$ cat config.mk
export PLATFORM = sky130hd
export DESIGN_NAME = dcs_scale_mul
export DESIGN_NICKNAME = d
export VERILOG_FILES = /design/src/dcs_pkg.sv /design/src/dcs_scale_mul.sv
export SDC_FILE = /design/constraint.sdc
export NUM_CORES = 2
export LEC_CHECK = 0
export BUFFER_PORTS_ARGS = -buffer_cell sky130_fd_sc_hd__buf_4
export CAP_MARGIN = 15
export CELL_PAD_IN_SITES_DETAIL_PLACEMENT = 0
export CELL_PAD_IN_SITES_GLOBAL_PLACEMENT = 2
export CORE_MARGIN = 2
export CORE_UTILIZATION = 23
export CTS_CLUSTER_SIZE = 25
export DETAILED_ROUTE_END_ITERATION = 8
export GPL_TIMING_DRIVEN = 0
export PLACE_DENSITY_LB_ADDON = 0.1
export SYNTH_ARGS = -nofsm -noshare
export SYNTH_HDL_FRONTEND = slang
export SYNTH_SLANG_ARGS = --single-unit
export TNS_END_PERCENT = 20
$ cat constraint.sdc
create_clock -name clock -period 9.54 [get_ports clock]
set_clock_uncertainty 0.1 [all_clocks]
set_input_delay 1.908 -clock clock [delete_from_list [all_inputs] [get_ports clock]]
set_output_delay 1.908 -clock clock [all_outputs]
set_load 0.01 [all_outputs]
$ cat src/dcs_pkg.sv
// shared constants, codes and types for the discrete cdf sampler
package dcs_pkg;

   localparam int MAX_BINS  = 1024;
   localparam int ADDR_W    = $clog2(MAX_BINS);
   localparam int CNT_W     = 11;
   localparam int ENTRY_W   = 58;
   localparam int FRAC_W    = 32;
   localparam int LOAD_W    = 24;
   localparam int LPROD_W   = 2 * LOAD_W;
   localparam int SCALED_W  = ENTRY_W + FRAC_W;
   localparam int T_HI_W    = ENTRY_W - FRAC_W;

   typedef enum logic [1:0] {
      OP_LOAD    = 2'd0,
      OP_SAMPLE  = 2'd1,
      OP_UNIFORM = 2'd2
   } op_type;

   typedef struct packed {
      logic                 wr_en;
      logic [ADDR_W-1:0]    wr_addr;
      logic [ENTRY_W-1:0]   wr_data;
      logic                 rd_en;
      logic [ADDR_W-1:0]    rd_addr;
   } ram_req_type;

   typedef struct packed {
      logic lo_en;
      logic hi_en;
      logic sum_en;
   } mul_ctl_type;

endpackage

$ cat src/dcs_scale_mul.sv
// z times total in two partial products and a final add
module dcs_scale_mul
   import dcs_pkg::*;
(
   input  logic                 clock,
   input  mul_ctl_type          mul_ctl,
   input  logic [FRAC_W-1:0]    z,
   input  logic [ENTRY_W-1:0]   total,
   output logic [SCALED_W-1:0]  product
);

   logic [2*FRAC_W-1:0]        p0_ff;
   logic [FRAC_W+T_HI_W-1:0]   p1_ff;
   logic [SCALED_W-1:0]        product_ff;

   always_ff @(posedge clock) begin
      if (mul_ctl.lo_en) begin
         p0_ff <= z * total[FRAC_W-1:0];
      end
      if (mul_ctl.hi_en) begin
         p1_ff <= z * total[ENTRY_W-1:FRAC_W];
      end
      if (mul_ctl.sum_en) begin
         product_ff <= SCALED_W'(p0_ff) + {p1_ff, {FRAC_W{1'b0}}};
      end
   end

   assign product = product_ff;

endmodule

Word-level counts from Yosys, hierarchy flattened

Cells that the tools add are included.

Flip-flop bits (word level): 212
Input bits: 94

Add/sub/neg operators: 1
$mul: 2

Operators with widths:

| operator                                       | number |
|---|---|
| 64-bit by 90-bit adder with 90-bit output      | 1 |
| 32-bit by 32-bit multiplier with 64-bit output | 1 |
| 32-bit by 26-bit multiplier with 58-bit output | 1 |

Longest topological paths before layout

Word-level depth: 1
Mapped depth: 30
Mapped depth without buffers: 28

Least setup slack after synthesis

OpenSTA, ideal clock, no wires.

Kind: input port to flip-flop
Start: input port z[28]
End: register p0_ff[60] (data pin)
Library setup time: 0.270 ns
Data arrival time: 8.838 ns
Data required time: 9.170 ns
Slack: 0.332 ns
Stages: 27
Buffers on the path: 3
Path through: clkbuf_1 > clkbuf_1 > nand2_1 > fa_1 > inv_1 > fa_1 > inv_1 > fa_1 > fa_1 > inv_1 > fa_1 > fa_1 > fa_1 > inv_1 > fa_1 > inv_1 > ha_1 > clkbuf_1 > nand2_1 > or3_4 > a211oi_2 > a221oi_1 > a21oi_2 > a41oi_1 > or3_1 > o41ai_2 > xor2_1

Word-level cells in the longest chain between the ends: 1

Ends and longest elaborated chain:

| element                                        | line                | RTL |
|---|---|---|
| start: declaration                             | dcs_scale_mul.sv:7  | `input logic [FRAC_W-1:0] z,` |
| 32-bit by 32-bit multiplier with 64-bit output | dcs_scale_mul.sv:18 | `p0_ff <= z * total[FRAC_W-1:0];` |
| end signal: assignment                         | dcs_scale_mul.sv:18 |  |
| end: declaration                               | dcs_scale_mul.sv:12 | `logic [2*FRAC_W-1:0] p0_ff;` |

No other way between the ends.
A chain may end at the register's enable or synchronous reset.

Final worst setup path

Start: input port z[25]
End: register p0_ff[61] (data pin)

Same word-level chain as after synthesis.

==> key figures <==
Logic synthesis
  • Ys Warns: 0
  • Mapped Cells: 7203
  • Async SR Flop Fraction: 0%
  • Synth top area share: 47.5%
  • Main synth FF type: edfxtp_1
  • Synthesized area per cell: 9.45 µm²
  • Post-synth EDFFs: 212
  • Synth area leaders: fa_1 47%, edfxtp_1 9.3%, ha_1 9.0%, inv_1 8.9%, and2_1 8.7%
  • Seq/Total Area, Yosys: 9.35%
  • Yosys top cell by area: fa_1
  • Mapped Nets: 9404
  • Unique cell type count in the Yosys netlist: 70
  • Post-synthesis register bit count: about 210
  • Post-Syn Area: between 0.06 and 0.07 mm²

Floorplanning
  • Core footprint: 0.294 mm²
  • Die height: 548 µm
  • Chip width: 548 µm
  • Io pins: 184
  • Full die area: 0.300 mm²
  • Site Rows: 199
  • Initial core utilization: 23.1%

Run
  • Max Cap Violations: 0

CTS
  • # H-tree levels: 1
  • CTS tree: yes
  • Hold Buf Count CTS: 0
  • Clock buffer depth: 3
  • Clock Latency Late Sink: roughly 0.63 ns
  • Clock transition at path regs: 0.06 ns
  • CTS Sinks: around 210
  • Root Driver: clkbuf_16
  • CTS buffer count: 28

Finish
  • Share of cells above drive strength 1: 9.01%
  • Nets@finish: 9675
  • Post-layout util: 26.7%
  • Layout area overhead: 15.4%

Worst setup path
  • Slowest cell delay on critical path: 0.73 ns
  • Most common cell type on the critical path: fa_1
  • Required @ worst endpoint: 9.79 ns
  • Kind of critical path: in2reg
  • Crit path DAT: 9.80 ns
  • CP top delay family: adder cells
  • CP Launch Type: input pin
  • Reg2Reg Setup Slack: 5.32 ns
  • Worst path bufs/invs: 6
  • Reg-to-reg startpoint: p0_ff[32]
  • Cells on worst reg2reg path: 13
  • Worst Setup End Kind: flop
  • Crit-path max FO: 10
  • Slowest stage cell, crit path: fa_1
  • R2r endpoint: product[84]

Timing
  • Final worst slack: -0.00659 ns
  • Final setup viols: 1
  • Final hold vios: 0
  • Fmax: 0.105 GHz
  • Setup TNS: -0.00659 ns
  • RSZ-0062 raised after global routing: yes
  • Max-slew violation count: 0
  • Least-Margin Pin Slew: 1.19 ns
  • Fin crit period: roughly 9.5 ns
  • Final period utilization: 100%
  • Rel. slew slack: 20.7%

GRT
  • Grt ovf: 0
  • Vias in the first global route: 56500
  • First-pass GRT wire length: 469000 µm
  • Initial antenna violation count: 87
  • Total track usage: 22.7%
  • Largest net degree at the start of global routing: 65

Placement
  • # port buffers: 151
  • GP Congestion: 0.894
  • Post-DP HPWL: roughly 290000 µm
  • Place WS: -3.43 ns

Detailed routing
  • DRT Pass-1 Iters: 5
  • Post-route ant nets: 0
  • Post-detailed-route wirelength per cell: 29.4 µm
  • Vias per cell: 4.40
  • WL final: 337000 µm
  • Initial DRC Count: 3140
  • DRC: 0
  • Via count: 50500

Run status
  • Violated checks: setup timing
  • Status: finished with violations

Min path
  • Hold Path Depth: 0
  • HP Start: p0_ff[30]
  • Sink of the worst hold path: product[30]
  • HP Class: reg2reg
-- cells by family (layout without fill, tap and decap cells) --
kind of cell	Yosys count	in the layout	share of synthesized area [%]
and+or+nand+nor	2207	2207	16.2
adders and majority gates	2107	2107	56.5
buffers and inverters	2032	2324	11.2
AOI/OAI and AO/OA	473	473	4.46
DFF	212	212	9.35
xor gates and xnor gates	172	172	2.21
other	0	44	0
-- worst register-to-register path, stage by stage, from the launching register on --
cell	delay (ns)
edfxtp_1	0.35
ha_1	0.20
inv_1	0.06
fa_1	0.41
nor2b_1	0.17
o31a_1	0.18
o21ai_1	0.13
a21oi_1	0.33
o2111a_1	0.40
o41ai_2	0.19
o41a_1	0.49
nor2_2	0.57
nand3_1	0.19
xnor2_1	0.17
-- through the flow --
stage,std cells,hold slack (ns),cell area [µm²]
global route,11400,0.321,78500
floorplan,7203,0.300,68100
detailed placement,11300,0.305,75500
global placement,11300,0.301,74100
finish,11500,0.315,78600
CTS,11400,0.316,78400
-- cell usage after synthesis, types with 3 or more instances --
cell and n:
clkbuf_1 401, o21ai_1 20, fa_1 1615, nand2b_1 11
xnor2_1 114, o21bai_1 24, xor2_1 58, inv_1 1615
a311oi_1 4, o21a_1 12, and3_1 23, nor3_1 16
a211oi_1 16, a31oi_1 24, ha_1 492, nand4_1 38
nor2b_1 6, a21oi_1 149, o221ai_1 3, buf_2 5
o211ai_1 11, nor2_1 72, o31a_1 3, edfxtp_1 212
o21ai_0 63, buf_1 11, a221o_1 4, and2_1 946
a21boi_1 4, a21o_1 98, or3_1 6, nand2_1 1022
nand3_1 42, a221oi_1 4, o41ai_1 4, o22ai_1 3
and4_1 10
-- layout by cell type, fill, tap and decap left out, types with 41 or more instances in the layout --
| master | n |
|---|---|
| a21o_1 | 96 |
| a21oi_1 | 144 |
| and2_1 | 945 |
| buf_4 | 182 |
| buf_8 | 53 |
| clkbuf_1 | 134 |
| clkbuf_16 | 47 |
| clkbuf_2 | 111 |
| clkbuf_4 | 82 |
| clkbuf_8 | 41 |
| diode_2 | 44 |
| edfxtp_1 | 212 |
| fa_1 | 1592 |
| ha_1 | 477 |
| inv_1 | 1611 |
| nand2_1 | 1021 |
| nand3_1 | 41 |
| nor2_1 | 72 |
| o21ai_0 | 62 |
| xnor2_1 | 101 |
| xor2_1 | 54 |
-- what timing repair did --
item,CTS,global route
gates resized for setup,542,63
endpoints found under the hold margin,0,0
pin swaps,47,6
buffers inserted,31,2
setup endpoints to repair,65,29
-- routing by layer --
metal  share of wire [%]  vias to the layer above  track usage, %
li1                    -                    21800               -
met1                  45                    27300            31.2
met2                  49                     1193            39.5
met3                 4.0                      167            1.73
met4                 1.9                        6            3.46
met5               0.014                        -               0
-- registers in the layout (all words and copies together) (netlist names) --
signal   cells
p1_ff       58
product     90
p0_ff       64
-- worst max path at each step --
stage / start / depth (start not counted) / end / slack [ns]
2_1_floorplan: z[28] / 27 / p0_ff[60] / 0.33
3_3_place_gp: z[30] / 26 / p0_ff[60] / -4.34
3_5_place_dp: z[30] / 27 / p0_ff[56] / -3.43
4_1_cts: z[18] / 27 / p1_ff[53] / -0.05
5_1_grt: z[6] / 24 / p0_ff[51] / -0.22
6_report: z[25] / 26 / p0_ff[61] / -0.007
-- cell type report --
class                      count  area, µm²
buffer                       402       2830
sequential                   212       6370
tap                         3919       4900
antenna                       44        110
clock inverter                19        233
fill                       31900     216000
timing repair buffer         256       2660
multi-input combinational   4959      54700
inverter                    1615       6060
clock buffer                  32        716
Power is not shown: default switching activity piles up to over one toggle a cycle in this logic, so the estimate is an artifact.
